## src/hdl/ckerng_pkg.sv

```systemverilog
// ============================================================================
// ChaCha20 key-erasure generator package
// Shared constants and the quarter-round function.
// ============================================================================
package ckerng_pkg;

    localparam int unsigned RESERVE_WORDS_DEF = 128;
    localparam int unsigned DOUBLE_ROUNDS_DEF = 10;
    localparam int unsigned CFG_REGS          = 4;
    localparam int unsigned CFG_IDX_W         = 2;

    localparam logic [31:0] SIGMA0 = 32'h61707865;
    localparam logic [31:0] SIGMA1 = 32'h3320646e;
    localparam logic [31:0] SIGMA2 = 32'h79622d32;
    localparam logic [31:0] SIGMA3 = 32'h6b206574;

    localparam logic OP_RAW     = 1'b0;
    localparam logic OP_UNIFORM = 1'b1;

    typedef logic [31:0] word_t;
    typedef word_t [3:0] quad_t;

    // Controls handed from the sequencer to the cipher core.
    typedef struct packed {
        logic start;     // begin one block
        logic load_key;  // load constants, key and zero counter first
    } core_ctl_t;

    // One full ChaCha quarter round on four words.
    function automatic quad_t quarter_round(input quad_t q);
        word_t a;
        word_t b;
        word_t c;
        word_t d;
        quad_t r;
        a = q[0]; b = q[1]; c = q[2]; d = q[3];
        a = a + b; d = d ^ a; d = {d[15:0], d[31:16]};
        c = c + d; b = b ^ c; b = {b[19:0], b[31:20]};
        a = a + b; d = d ^ a; d = {d[23:0], d[31:24]};
        c = c + d; b = b ^ c; b = {b[24:0], b[31:25]};
        r[0] = a; r[1] = b; r[2] = c; r[3] = d;
        return r;
    endfunction

endpackage

```

## src/hdl/ckerng_core.sv

```systemverilog
// ============================================================================
// ChaCha block core
// One shared quarter-round unit applied eight times per double round.
// ============================================================================
module ckerng_core #(
    parameter int unsigned DOUBLE_ROUNDS = ckerng_pkg::DOUBLE_ROUNDS_DEF
) (
    input  logic                  clk,
    input  logic                  rst_n,
    input  ckerng_pkg::core_ctl_t ctl,
    input  ckerng_pkg::word_t     key [8],
    output logic                  done,
    output ckerng_pkg::word_t     blk [16]
);
    import ckerng_pkg::*;

    localparam int unsigned DR_W = $clog2(DOUBLE_ROUNDS + 1);

    typedef enum logic [1:0] {S_IDLE, S_ROUND, S_FINAL} state_t;

    state_t          state_reg;
    logic [2:0]      qr_reg;
    logic [DR_W-1:0] dr_reg;
    word_t           base_reg [16];
    word_t           work_reg [16];
    logic            done_reg;

    logic [3:0] ia, ib, ic, id;
    quad_t      qin, qout;

    // Word indices for the column and diagonal quarter rounds.
    always_comb
    begin
        ia = {2'b00, qr_reg[1:0]};
        ib = {2'b01, qr_reg[1:0]};
        ic = {2'b10, qr_reg[1:0]};
        id = {2'b11, qr_reg[1:0]};
        if (qr_reg[2])
        begin
            ib = {2'b01, qr_reg[1:0] + 2'd1};
            ic = {2'b10, qr_reg[1:0] + 2'd2};
            id = {2'b11, qr_reg[1:0] + 2'd3};
        end
        qin[0] = work_reg[ia];
        qin[1] = work_reg[ib];
        qin[2] = work_reg[ic];
        qin[3] = work_reg[id];
        qout   = quarter_round(qin);
    end

    // Sequencer, working state and feed-forward output.
    always_ff @(posedge clk or negedge rst_n)
    begin
        if (!rst_n)
        begin
            state_reg <= S_IDLE;
            qr_reg    <= '0;
            dr_reg    <= '0;
            done_reg  <= 1'b0;
        end
        else
        begin
            done_reg <= 1'b0;
            case (state_reg)
                S_IDLE:
                begin
                    if (ctl.start)
                    begin
                        if (ctl.load_key)
                        begin
                            base_reg[0] <= SIGMA0; base_reg[1] <= SIGMA1;
                            base_reg[2] <= SIGMA2; base_reg[3] <= SIGMA3;
                            work_reg[0] <= SIGMA0; work_reg[1] <= SIGMA1;
                            work_reg[2] <= SIGMA2; work_reg[3] <= SIGMA3;
                            for (int i = 0; i < 8; i++)
                            begin
                                base_reg[4+i] <= key[i];
                                work_reg[4+i] <= key[i];
                            end
                            for (int i = 12; i < 16; i++)
                            begin
                                base_reg[i] <= '0;
                                work_reg[i] <= '0;
                            end
                        end
                        else
                        begin
                            for (int i = 0; i < 16; i++)
                                work_reg[i] <= base_reg[i];
                        end
                        qr_reg    <= '0;
                        dr_reg    <= '0;
                        state_reg <= S_ROUND;
                    end
                end
                S_ROUND:
                begin
                    work_reg[ia] <= qout[0];
                    work_reg[ib] <= qout[1];
                    work_reg[ic] <= qout[2];
                    work_reg[id] <= qout[3];
                    qr_reg <= qr_reg + 3'd1;
                    if (qr_reg == 3'd7)
                    begin
                        dr_reg <= dr_reg + DR_W'(1);
                        if (dr_reg == DR_W'(DOUBLE_ROUNDS - 1))
                            state_reg <= S_FINAL;
                    end
                end
                S_FINAL:
                begin
                    for (int i = 0; i < 16; i++)
                        blk[i] <= work_reg[i] + base_reg[i];
                    base_reg[12] <= base_reg[12] + 32'd1;
                    done_reg     <= 1'b1;
                    state_reg    <= S_IDLE;
                end
                default: state_reg <= S_IDLE;
            endcase
        end
    end

    assign done = done_reg;

endmodule

```

## config.mk

```make
export PLATFORM = sky130hd
export DESIGN_NAME = ckerng_core
export DESIGN_NICKNAME = d
export VERILOG_FILES = /design/src/hdl/ckerng_pkg.sv /design/src/hdl/ckerng_core.sv
export SDC_FILE = /design/constraint.sdc
export NUM_CORES = 2
export LEC_CHECK = 0
export ABC_AREA = 0
export ABC_CLOCK_PERIOD_IN_PS = 28500
export BUFFER_PORTS_ARGS = -buffer_cell sky130_fd_sc_hd__buf_2
export CORE_ASPECT_RATIO = 1.25
export CORE_UTILIZATION = 55
export DETAILED_ROUTE_END_ITERATION = 12
export GPL_TIMING_DRIVEN = 0
export HOLD_SLACK_MARGIN = 0.02
export MAX_ROUTING_LAYER = met4
export PLACE_DENSITY = 0.75
export SLEW_MARGIN = 10
export SYNTH_ARGS = -nofsm -noshare
export SYNTH_HDL_FRONTEND = slang
export SYNTH_SLANG_ARGS = --single-unit
```

## constraint.sdc

```tcl
create_clock -name clk -period 28.5 [get_ports clk]
set_clock_uncertainty 0.15 [all_clocks]
set_input_delay 2.85 -clock clk [delete_from_list [all_inputs] [get_ports clk]]
set_output_delay 2.85 -clock clk [all_outputs]
set_load 0.1 [all_outputs]
```

Word level (Yosys, flattened, before mapping)
Memory sizes are Yosys's and may differ from the RTL's.
Cells that the tools add are included.

word-level totals
  word-level logic and storage cells = 143
  bits in latches = 0
  flip-flop bits (word level) = 522
  memories kept = 2
  RAM bits = 1024
  output and inout port bits = 513
  memory bits (read-only) = 0

memories
  name      depth  bits a word  rd ports  clocked after memory_dff  write ports  RTL line           RTL
  base_reg  16     32           16        0                         16           ckerng_core.sv:24  word_t base_reg [16];
  work_reg  16     32           20        0                         16           ckerng_core.sv:25  word_t work_reg [16];

cells by class
  multipliers = 0
  muxes and demuxes = 53
  bitwise gates (word level) = 21
  divide/modulo/power cells = 0
  magnitude comparators = 0
  $add $sub $neg = 26
  reduce and logical (&&, ||, !) cells = 14
  shift-type cells = 0
  equality and inequality tests = 7

operators with widths
  kind                     count
  $mux W32                 21
  $add A32 B32 Y32         20
  $reduce_or A32 Y1        4
  $xor A32 B32 Y32         4
  $add A32 B1 Y32 const B  1
  $mux W4                  6
  $or A1 B1 Y1             17
  $mux W1                  16
  $mux W2                  6
  $pmux W4 S2              1
  $ne A2 B2 Y1 const B     3
  $pmux W3 S2              1
  $reduce_and A3 Y1        2
  $add A2 B2 Y2 const B    2
  $add A4 B1 Y4 const B    1
  $eq A4 B4 Y1 const B     1
  $logic_and A1 B1 Y1      4
  $pmux W2 S2              1
  $reduce_and A2 Y1        2
  $add A3 B1 Y3 const B    1
  $eq A3 B3 Y1 const B     1
  $mux W3                  1
  $add A2 B1 Y2 const B    1
  $eq A2 B1 Y1 const B     1
  other kinds (3)          3

Depth between registers and ports, before layout
An unclocked memory read counts as a cell.

  depth after elaboration = 12
  depth in mapped cells = 61

Worst setup path before layout
No wires, ideal clock.

  kind = input to register
  from = in rst_n
  to = reg blk[0] (netlist name), enable pin
  cell stages on the path = 4
  data required time = 27.494 ns
  slack = 14.347 ns
  arrival = 13.147 ns
  cell sequence = buf_2 > nand2_1 > clkbuf_1 > inv_1

between the ends
  cells in the longest elaborated chain, start to end = 1

RTL lines
  element                          RTL line            RTL
  from (decl)                      ckerng_core.sv:9    input logic rst_n,
  $reduce_and A2 Y1 (no line)      -
  to (signal, indexed assignment)  ckerng_core.sv:113  blk[i] <= work_reg[i] + base_reg[i];
  to (decl)                        ckerng_core.sv:13   output ckerng_pkg::word_t blk [16]

Every way passes these cells.
A chain may end at the register's enable or synchronous reset.

==> summary.md <==
| Metric | Value |
|---|---|
| Status | `complete, but fails checks` |
| Failing checks | `DRC` |
| TritonCTS clock tree | `built` |
| Syn Area/Cell | `11.9 um^2` |
| Tightest Pin Transition | `1.39 ns` |
| Setup violators final | `0` |
| Fmax achieved | `50.4 MHz` |
| Most used cell, CP | `xor2_1` |
| Design area | `84,700 um^2` |
| Final nets | `7,785` |
| WS Path Type | `flip-flop to flip-flop` |
| # hold bufs at CTS | `0` |
| Synth top area share | `0.537` |
| Post-synth top cells | `1,312 x edfxtp_1, 564 x nand2_1, 507 x nor2_1` |
| Die W | `329 um` |
| WL final | `274,000 um` |
| Post-DP HPWL | `220,000 um` |
| Clk_lat worst skew | `0.82 ns` |
| Gr usage total | `0.410` |
| CP peak stage delay | `1.00 ns` |
| Fin cells | `8,987` |
| Sequential fraction of the synthesis area | `0.540` |
| Worst EP required | `28.98 ns` |
| Vias per cell | `6.43` |
| Tcrit/Tclk final | `0.696` |
| Fin. Hold Viols | `0` |
| Yosys reg bits | `1,322` |
| Clock Sinks | `1,322` |
| Fraction of registers with async set/reset | `0.00756` |
| CTS Buffer Depth | `3` |
| First-pass GRT wire length | `380,000 um` |
| Cells after DPL | `8,696` |
| Slew headroom | `0.0670` |
| TritonRoute pass-1 iters | `10` |
| Gpl congestion | `1.06` |
| R2R depth | `54` |
| Max H-tree Level | `4` |
| Core area | `132,000 um^2` |
| # DRC | `104` |
| Syn Nets | `6,852` |
| Row count | `149` |
| Initial antenna violation count | `48` |
| Vias in the first global route | `54.7k` |
| Max-slew violation count | `0` |
| Remaining antenna violation count | `0` |
| Startpoint type of the worst setup path | `flip-flop` |
| Mapped Cells | `6,162` |
| Unrepaired setup endpoints after global routing | `false` |
| Critical path's slowest cell | `xor2_1` |
| CTS Buf Count | `133` |
| Port bufs | `772` |
| Largest net degree at the start of global routing | `130` |
| Fillers | `10.1k` |
| Area Overhead vs Synth | `15.4%` |
| Register area | `39,600 um^2` |
| TNS Setup | `0 ns` |
| Postcts setup bufs | `0` |
| Critical path peak fanout | `10` |
| Largest cells by area after synthesis | `edfxtp_1 54%, ha_1 7.1%, xnor2_1 4.1%, mux4_2 3.8%, nand2_1 2.9%` |
| Layout cells sized above 1 | `0.172` |
| Number of I/O pins | `773` |
| CTS root buf | `clkbuf_16` |
| Hold Path Cell Cnt | `0` |
| Post-CTS sizing | `0` |
| Largest area contributor in the netlist | `edfxtp_1` |
| Grt ovf | `0` |
| Crit. End Element | `flip-flop` |
| Syn Std Cell Area | `73,400 um^2` |
| Vias | `57.8k` |
| Most common cell in the netlist | `edfxtp_1` |
| Synth cell types | `106` |
| Reg clk slew, reported paths | `0.07 ns` |
| Max Cap Viol | `0` |
| Post-synth EDFFs | `1,312` |
| Ys flop type | `edfxtp_1` |
| Die Y | `410 um` |
| Min cycle time layout | `19.84 ns` |
| Class of the worst hold path | `flip-flop to flip-flop` |
| Starting Density | `0.555` |
| Die Area | `135,000 um^2` |
| Worst EP arrival | `20.32 ns` |
| Routed len/inst | `30.5 um` |
| Multi-input gate area | `32,400 um^2` |
| Synth warn | `0` |
| Placed cell area | `80,200 um^2` |
| Iter 0 DRT Violations | `7,179` |
[logic make-up (layout without fill, tap and decap cells)]
family | count (synthesis) | in the layout | share of synthesized area
adder cells (fa/ha/maj) | 430 | 430 | 0.0746
AO/OA/AOI/OAI | 1442 | 1442 | 0.124
other | 0 | 50 | 0
multiplexers | 267 | 267 | 0.0584
buffers and inverters | 397 | 1436 | 0.0206
AND/OR/NAND/NOR | 1706 | 1706 | 0.107
flip-flops | 1322 | 1322 | 0.540
XOR/XNOR | 598 | 598 | 0.0753
[layer usage]
metal / GRT usage / routed length [um] / part of all wire
met5: - / 0 / 0
met4: 0.260 / 19800 / 0.072
met3: 0.0729 / 28600 / 0.10
met2: 0.634 / 128000 / 0.47
met1: 0.497 / 98000 / 0.36
[metrics by stage]
step	worst slack [ns]	utilization	hold WS, ns
detailed placement	9.46	0.606	0.284
global route	8.43	0.641	0.308
finish	8.66	0.641	0.300
CTS	9.40	0.640	0.301
global placement	8.78	0.601	0.277
floorplan	14.35	-	0.271
[area by class of cell]
cell class | instances | area share
well taps | 1736 | 0.0256
inverters | 212 | 0.00948
flip-flops and latches | 1322 | 0.468
clock inverters | 81 | 0.0108
repair buffers | 798 | 0.0524
diodes | 50 | 0.00148
plain buffers | 185 | 0.00857
clock buffers | 160 | 0.0416
multi-input cells | 4443 | 0.382
[worst paths after layout]
| check | to | slack [ns] | startpoint |
|---|---|---|---|
| worst max register to register | work_reg[4][29] | 8.66 | qr_reg[0] |
| min in group asynchronous | done | 1.83 | rst_n |
| worst min-delay path | blk[44] | 0.30 | work_reg[14][12] |
| worst max-delay path | work_reg[4][29] | 8.66 | qr_reg[0] |
| max in group asynchronous | qr_reg[2] | 26.04 | rst_n |
| worst min register to register | blk[44] | 0.30 | work_reg[14][12] |
[cell usage in the layout (no fill, tap or decap), types with 97 or more instances in the layout]
cell,n
a21o_1,162
a21oi_1,396
buf_2,786
clkbuf_1,164
clkbuf_16,136
edfxtp_1,1312
ha_1,417
inv_1,210
mux2i_1,138
mux4_2,124
nand2_1,553
nand3_1,132
nor2_1,505
nor3_1,97
o21ai_0,358
xnor2_1,345
xor2_1,226
[critical path: cells and delay by family (launching register included)]
| family | cells | cell delay [ns] |
|---|---|---|
| buf+inv | 7 | 3.13 |
| flops | 1 | 0.38 |
| mux | 2 | 0.82 |
| xor+xnor | 8 | 5.03 |
| simple gates | 10 | 2.32 |
| compound gates | 20 | 4.86 |
| fa+ha+maj | 7 | 2.89 |
Power is left out: the tool's default activity adds up to more than one toggle a clock period on the data nets, which glitch-free logic cannot reach.
