$ cat src/hdl/ckerng_pkg.sv
// ============================================================================
// ChaCha20 key-erasure generator package
// Shared constants and the quarter-round function.
// ============================================================================
package ckerng_pkg;

    localparam int unsigned RESERVE_WORDS_DEF = 128;
    localparam int unsigned DOUBLE_ROUNDS_DEF = 10;
    localparam int unsigned CFG_REGS          = 4;
    localparam int unsigned CFG_IDX_W         = 2;

    localparam logic [31:0] SIGMA0 = 32'h61707865;
    localparam logic [31:0] SIGMA1 = 32'h3320646e;
    localparam logic [31:0] SIGMA2 = 32'h79622d32;
    localparam logic [31:0] SIGMA3 = 32'h6b206574;

    localparam logic OP_RAW     = 1'b0;
    localparam logic OP_UNIFORM = 1'b1;

    typedef logic [31:0] word_t;
    typedef word_t [3:0] quad_t;

    // Controls handed from the sequencer to the cipher core.
    typedef struct packed {
        logic start;     // begin one block
        logic load_key;  // load constants, key and zero counter first
    } core_ctl_t;

    // One full ChaCha quarter round on four words.
    function automatic quad_t quarter_round(input quad_t q);
        word_t a;
        word_t b;
        word_t c;
        word_t d;
        quad_t r;
        a = q[0]; b = q[1]; c = q[2]; d = q[3];
        a = a + b; d = d ^ a; d = {d[15:0], d[31:16]};
        c = c + d; b = b ^ c; b = {b[19:0], b[31:20]};
        a = a + b; d = d ^ a; d = {d[23:0], d[31:24]};
        c = c + d; b = b ^ c; b = {b[24:0], b[31:25]};
        r[0] = a; r[1] = b; r[2] = c; r[3] = d;
        return r;
    endfunction

endpackage

$ cat src/hdl/ckerng_mod.sv
// ============================================================================
// Serial modulo unit
// Restoring remainder, one dividend bit per cycle.
// ============================================================================
module ckerng_mod (
    input  logic              clk,
    input  logic              rst_n,
    input  logic              start,
    input  ckerng_pkg::word_t num,
    input  ckerng_pkg::word_t den,
    output logic              done,
    output ckerng_pkg::word_t rem
);
    import ckerng_pkg::*;

    logic        busy_reg;
    logic [4:0]  cnt_reg;
    word_t       num_reg;
    word_t       den_reg;
    logic [32:0] rem_reg;
    logic        done_reg;
    logic [32:0] shifted;

    assign shifted = {rem_reg[31:0], num_reg[31]};

    // One shift-and-subtract step per cycle.
    always_ff @(posedge clk or negedge rst_n)
    begin
        if (!rst_n)
        begin
            busy_reg <= 1'b0;
            cnt_reg  <= '0;
            done_reg <= 1'b0;
        end
        else
        begin
            done_reg <= 1'b0;
            if (start)
            begin
                busy_reg <= 1'b1;
                cnt_reg  <= '0;
                num_reg  <= num;
                den_reg  <= den;
                rem_reg  <= '0;
            end
            else if (busy_reg)
            begin
                num_reg <= {num_reg[30:0], 1'b0};
                if (shifted >= {1'b0, den_reg})
                    rem_reg <= shifted - {1'b0, den_reg};
                else
                    rem_reg <= shifted;
                cnt_reg <= cnt_reg + 5'd1;
                if (cnt_reg == 5'd31)
                begin
                    busy_reg <= 1'b0;
                    done_reg <= 1'b1;
                end
            end
        end
    end

    assign done = done_reg;
    assign rem  = rem_reg[31:0];

endmodule

$ cat config.mk
export PLATFORM = sky130hd
export DESIGN_NAME = ckerng_mod
export DESIGN_NICKNAME = d
export VERILOG_FILES = /design/src/hdl/ckerng_pkg.sv /design/src/hdl/ckerng_mod.sv
export SDC_FILE = /design/constraint.sdc
export NUM_CORES = 1
export LEC_CHECK = 0
export ABC_AREA = 1
export BUFFER_PORTS_ARGS = -buffer_cell sky130_fd_sc_hd__buf_2
export CAP_MARGIN = 25
export CORE_AREA = 2 2 158 160
export CTS_BUF_LIST = sky130_fd_sc_hd__clkbuf_4 sky130_fd_sc_hd__clkbuf_8
export DETAILED_ROUTE_END_ITERATION = 6
export DIE_AREA = 0 0 160 162
export HOLD_SLACK_MARGIN = 0.03
export PLACE_DENSITY = 0.53
export SYNTH_ARGS = -nofsm -noshare
export SYNTH_HDL_FRONTEND = slang
export SYNTH_SLANG_ARGS = --single-unit
$ cat constraint.sdc
create_clock -name clk -period 5.1 [get_ports clk]
set_input_delay 0.51 -clock clk [delete_from_list [all_inputs] [get_ports clk]]
set_output_delay 0.51 -clock clk [all_outputs]
set_load 0.01 [all_outputs]
**After elaboration in Yosys (flattened, before gate mapping)**

Cells that the tools add are included.

- Bits in registers: 104
- Bits of input ports: 67
- Output and inout port bits: 33
- Word-level logic and storage cells: 25

- Add/sub/neg operators: 2
- Order comparisons: 1
- Equal/unequal tests: 1
- Multiplexer cells: 12
- Reductions and logical operators: 3

Operators by type and width:

| kind | count |
|---|---|
| $mux 33 | 2 |
| $mux 32 | 2 |
| $ge 33x32->1 | 1 |
| $sub 33x32->33 | 1 |
| $mux 5 | 2 |
| $mux 1 | 6 |
| $add 5x1->5 const B | 1 |
| $eq 5x5->1 const B | 1 |
| $reduce_and 2->1 | 2 |
| $reduce_bool 2->1 | 1 |

**Longest topological paths before layout**

- Depth in word-level cells: 4
- Mapped depth: 17

**Least setup slack after synthesis**

OpenSTA, ideal clock, no wires.

- Path kind: in2reg
- Start point: input port start
- End point: register num_reg[0] (enable)
- Arrival time: 2170 ps
- Data required time: 4679 ps
- Path slack: 2509 ps
- Cell stages on the path: 3
- Buffers on the path: 1
- Cells stage by stage: nor2_1 -> clkbuf_1 -> nor2_1

- Cells in the longest elaborated chain, start to end: 2

Ends and longest elaborated chain:

| what | line | RTL |
|---|---|---|
| from (decl) | ckerng_mod.sv:8 | `input logic start,` |
| $reduce_bool 2->1 (no source line) | -- |  |
| $reduce_and 2->1 (no source line) | -- |  |
| to (signal assigned) | ckerng_mod.sv:42 | `num_reg <= num;` |
| to (signal assigned) | ckerng_mod.sv:48 | `num_reg <= {num_reg[30:0], 1'b0};` |
| to (decl) | ckerng_mod.sv:18 | `word_t num_reg;` |

No other way between the ends.
A chain may end at the register's enable or synchronous reset.

**Worst setup path after layout**

- Start point: register rem_reg[7]
- End point: register rem_reg[9], data pin

- Cells in the longest elaborated chain, start to end: 3
- Elaborated cells on any way between the ends: 4
- Classes of those cells: add/sub: 1; order compare: 1; mux: 2

Ends and longest elaborated chain:

| what | line | RTL |
|---|---|---|
| from (decl) | ckerng_mod.sv:20 | `logic [32:0] rem_reg;` |
| from (signal assigned) | ckerng_mod.sv:50 | `rem_reg <= shifted - {1'b0, den_reg};` |
| from (signal assigned) | ckerng_mod.sv:52 | `rem_reg <= shifted;` |
| $sub 33x32->33 or $ge 33x32->1 (tied branches) | ckerng_mod.sv:50, ckerng_mod.sv:49 |  |
| $mux 33 (*) | ckerng_mod.sv:49 | `if (shifted >= {1'b0, den_reg})` |
| $mux 33 (*) | ckerng_mod.sv:46 | `else if (busy_reg)` |

Every way passes the cells marked *; elsewhere a longest branch is shown, timed or not.

==> metrics.txt <==
# TYPE chip_impl_metric gauge
chip_impl_metric{name="timing.max_cap.violations",unit=""} 0
chip_impl_info{name="unrepaired_setup_endpoints_after_global_routing",value="no"} 1
chip_impl_metric{name="timing_hold_violations_final",unit=""} 0
chip_impl_metric{name="syn_avg_cell_area",unit="sq um"} 7.266
chip_impl_metric{name="wire_length_of_the_first_global_routing_pass",unit="um"} 31370
chip_impl_metric{name="detailroute.via_count",unit=""} 6110
chip_impl_metric{name="cellPowerDensity",unit="nW/um^2"} 311.3
chip_impl_metric{name="timing_worst_slew_pin_value",unit="ns"} 0.8906
chip_impl_metric{name="mapped_cells",unit=""} 989
chip_impl_metric{name="synth.ff_latch_count",unit=""} 103
chip_impl_metric{name="rows",unit=""} 57
chip_impl_metric{name="cp_data_arrival_time",unit="ns"} 3.10
chip_impl_metric{name="synth-edff-count",unit=""} 96
chip_impl_metric{name="routed_via_density",unit=""} 4.327
chip_impl_metric{name="finalSetupViolations",unit=""} 0
chip_impl_metric{name="postCtsSetupBuffers",unit=""} 0
chip_impl_metric{name="grt_overflow_total",unit=""} 0
chip_impl_info{name="worstSetupPathType",value="reg2reg"} 1
chip_impl_metric{name="routabilityCongestion",unit=""} 0.9091
chip_impl_metric{name="post_cts_resized",unit=""} 0
chip_impl_metric{name="cts-buffers-inserted",unit=""} 9
chip_impl_metric{name="cp_data_required_time",unit="ns"} 5.36
chip_impl_metric{name="layout.core_utilization",unit="%"} 34.13
chip_impl_metric{name="timing.max_slew.rel_slack",unit="%"} 40.49
chip_impl_info{name="result_of_the_run",value="finished clean"} 1
chip_impl_metric{name="route.final.wire_length",unit="um"} 19240
chip_impl_metric{name="hold_ws",unit="ns"} 0.2574
chip_impl_metric{name="vdd_drop_max",unit="mV"} 0.1351
chip_impl_metric{name="post_route_cells_drive_above_1_share",unit="%"} 14.09
chip_impl_info{name="cts_root_buffer",value="clkbuf_8"} 1
chip_impl_metric{name="ys_async_sr_fraction",unit="%"} 6.796
chip_impl_metric{name="clock_sink_count",unit=""} 103
chip_impl_info{name="synth_flop_cell",value="edfxtp_1"} 1
chip_impl_metric{name="drcViolationCount",unit=""} 0
chip_impl_info{name="tritoncts",value="built"} 1
chip_impl_metric{name="die_x",unit="um"} 160
chip_impl_metric{name="grt_max_degree",unit=""} 39
chip_impl_metric{name="design.die.area",unit="sq um"} 25920
chip_impl_metric{name="fmaxAchievable",unit="MHz"} 351.3
chip_impl_metric{name="synth_simple_gate_area_share",unit="%"} 34.88
chip_impl_metric{name="synthDistinctLibCells",unit=""} 33
chip_impl_info{name="netlist.top_cell.by_area",value="edfxtp_1"} 1
chip_impl_metric{name="whs_path_depth",unit=""} 1
chip_impl_metric{name="highest_fanout_seen_on_the_critical_path",unit=""} 34
chip_impl_metric{name="synth_top_area_share",unit="%"} 40.12
chip_impl_metric{name="total_power",unit="uW"} 2561
chip_impl_metric{name="max-clock-path-buffers",unit=""} 2
chip_impl_info{name="holdCritPathClass",value="in2reg"} 1
chip_impl_metric{name="final-max-slew-violation-count",unit=""} 0
chip_impl_metric{name="initial_core_util",unit="%"} 29.81
chip_impl_metric{name="fillers",unit=""} 2723
chip_impl_metric{name="synth-compound-area-share",unit="%"} 3.343
chip_impl_metric{name="postRouteAntennaNets",unit=""} 0
chip_impl_metric{name="ys_seq_area_share",unit="%"} 42.56
chip_impl_metric{name="yosys-mux-area-fraction",unit="%"} 0
chip_impl_info{name="end_kind",value="register"} 1
chip_impl_metric{name="htreeDepth",unit=""} 3
chip_impl_metric{name="yosys.area_share.adder",unit="%"} 6.199
chip_impl_metric{name="post_synth_instance_area",unit="sq um"} 7186
chip_impl_metric{name="holdBufCountCts",unit=""} 0
chip_impl_metric{name="groute.usage.overall",unit="%"} 15.31
chip_impl_metric{name="drt_iter0_markers",unit=""} 292
chip_impl_info{name="netlist_top_cells_area",value="edfxtp_1 40%, nand2_1 22%, inv_1 8.9%"} 1
chip_impl_metric{name="place.detailed.hpwl",unit="um"} 14520
chip_impl_info{name="main_combinational_cell_family_by_area_after_synthesis",value="simple AND/OR/NAND/NOR gates"} 1
chip_impl_metric{name="cellLeakagePower",unit="uW"} 0.004325
chip_impl_metric{name="io_pins",unit=""} 100
chip_impl_metric{name="period_minus_slack",unit="ns"} 2.847
chip_impl_metric{name="layout.nets",unit=""} 1183
chip_impl_metric{name="fin_worst_skew",unit="ns"} 0.02831
chip_impl_metric{name="worstRegToRegCells",unit=""} 14
chip_impl_metric{name="floorplan.core_area",unit="sq um"} 24110
chip_impl_metric{name="areaGrowthSynthToFinish",unit="%"} 14.50
chip_impl_metric{name="final.setup.tns",unit="ns"} 0
chip_impl_metric{name="vias_in_the_first_global_route",unit=""} 6066
chip_impl_metric{name="drt_pass1_iterations",unit=""} 4
chip_impl_metric{name="initial_antenna_violation_count",unit=""} 2
chip_impl_metric{name="post_synth_xor_area_fraction",unit="%"} 1.706
chip_impl_info{name="worst_setup_path_start_kind",value="register"} 1
chip_impl_metric{name="syn-num-nets",unit=""} 1091
chip_impl_metric{name="drt-wirelength-per-cell",unit="um"} 13.63
chip_impl_metric{name="clock_latency_at_the_later_pin_of_the_worst_skew_pair",unit="ns"} 0.42
chip_impl_metric{name="clk_pin_slew",unit="ns"} 0.13
chip_impl_metric{name="die_h",unit="um"} 162
chip_impl_metric{name="yosys_warn_count",unit=""} 0
chip_impl_metric{name="placement.io_buffers",unit=""} 99
chip_impl_metric{name="period_share",unit="%"} 55.82
==> kinds of logic after synthesis <==
family / count (synthesis)
AOI/OAI and AO/OA: 44
buffers and inverters: 203
xor gates and xnor gates: 14
adders and majority gates: 35
DFF: 103
and+or+nand+nor: 590
==> layer usage <==
metal	vias to the layer above	track usage [%]	part of all wire [%]
li1	3265	-	-
met1	2691	20.22	48
met2	132	24.97	44
met3	22	4.035	6.0
met4	0	4.095	1.8
met5	-	0	0
==> worst max-delay path: stages (launching register included) <==
cell and delay (ns):
edfxtp_1 0.47, ha_1 0.39, nand2_1 0.16, inv_1 0.05, nand2_1 0.06, nand2_1 0.06
inv_1 0.07, nand3_2 0.15, nand2_1 0.14, nand2_2 0.08, nand2_4 0.38, nand2_4 0.33
nand2_1 0.15, nand3_1 0.07, o21ai_1 0.11
==> stage by stage <==
stage	std cells	area [sq um]	setup WS, ns
after detailed placement	1394	7995	2.231
after floorplan	989	7186	2.509
after global placement	1394	7995	2.210
final	1412	8228	2.253
after global routing	1410	8223	1.936
after CTS	1410	8223	2.194
==> power breakdown <==
part | switching (uW) | internal (uW) | leakage, uW
combinational | 579 | 324 | 0.00318
clock | 379 | 208 | 0.000112
sequential | 47.5 | 1020 | 0.00103
==> synthesized netlist by cell type, drive strengths merged, types with 3 or more instances <==
library cell and number:
nand2 427, inv 179, edfxtp 96, nand3 80, nor2 49, ha 34
a21oi 23, o21ai 15, nand3b 14, xnor2 14, clkbuf 13, buf 9
nand4 9, dfrtp 7, and2 6, nor3 4, o21a 3
==> final timing paths <==
path	end	slack [ns]	start
min in group asynchronous	busy_reg	0.57	rst_n
max reg2reg	rem_reg[9]	2.25	rem_reg[7]
min reg2reg	cnt_reg[3]	0.48	cnt_reg[3]
max in group asynchronous	cnt_reg[2]	4.27	rst_n
min	den_reg[22]	0.26	den[22]
max	rem_reg[9]	2.25	rem_reg[7]
==> area by class of cell <==
type	count	area, sq um	share of cell area, %
Multi-Input combinational cell	683	3327	40.43
Sequential cell	103	3058	37.17
Inverter	181	679.4	8.257
Timing Repair Buffer	103	525.5	6.387
Tap cell	324	405.4	4.927
Clock buffer	9	123.9	1.505
Clock inverter	7	103.9	1.262
Antenna cell	2	5.005	0.06083
==> cell usage in the layout, fill, tap and decap left out, types with 4 or more instances in the layout <==
| master | n |
|---|---|
| nand2_2 | 5 |
| inv_2 | 9 |
| xnor2_1 | 14 |
| o21ai_0 | 4 |
| nand2_1 | 420 |
| edfxtp_1 | 96 |
| clkinv_8 | 4 |
| nand4_1 | 9 |
| nand3b_1 | 14 |
| clkbuf_8 | 9 |
| nor2_2 | 8 |
| dfrtp_1 | 7 |
| a21oi_1 | 22 |
| buf_2 | 99 |
| inv_1 | 170 |
| o21ai_1 | 11 |
| nand3_1 | 74 |
| ha_1 | 34 |
| nor2_1 | 39 |
| and2_1 | 6 |
| nand3_2 | 6 |
| buf_4 | 4 |
No activity file was read; power rests on OpenSTA's default activity.
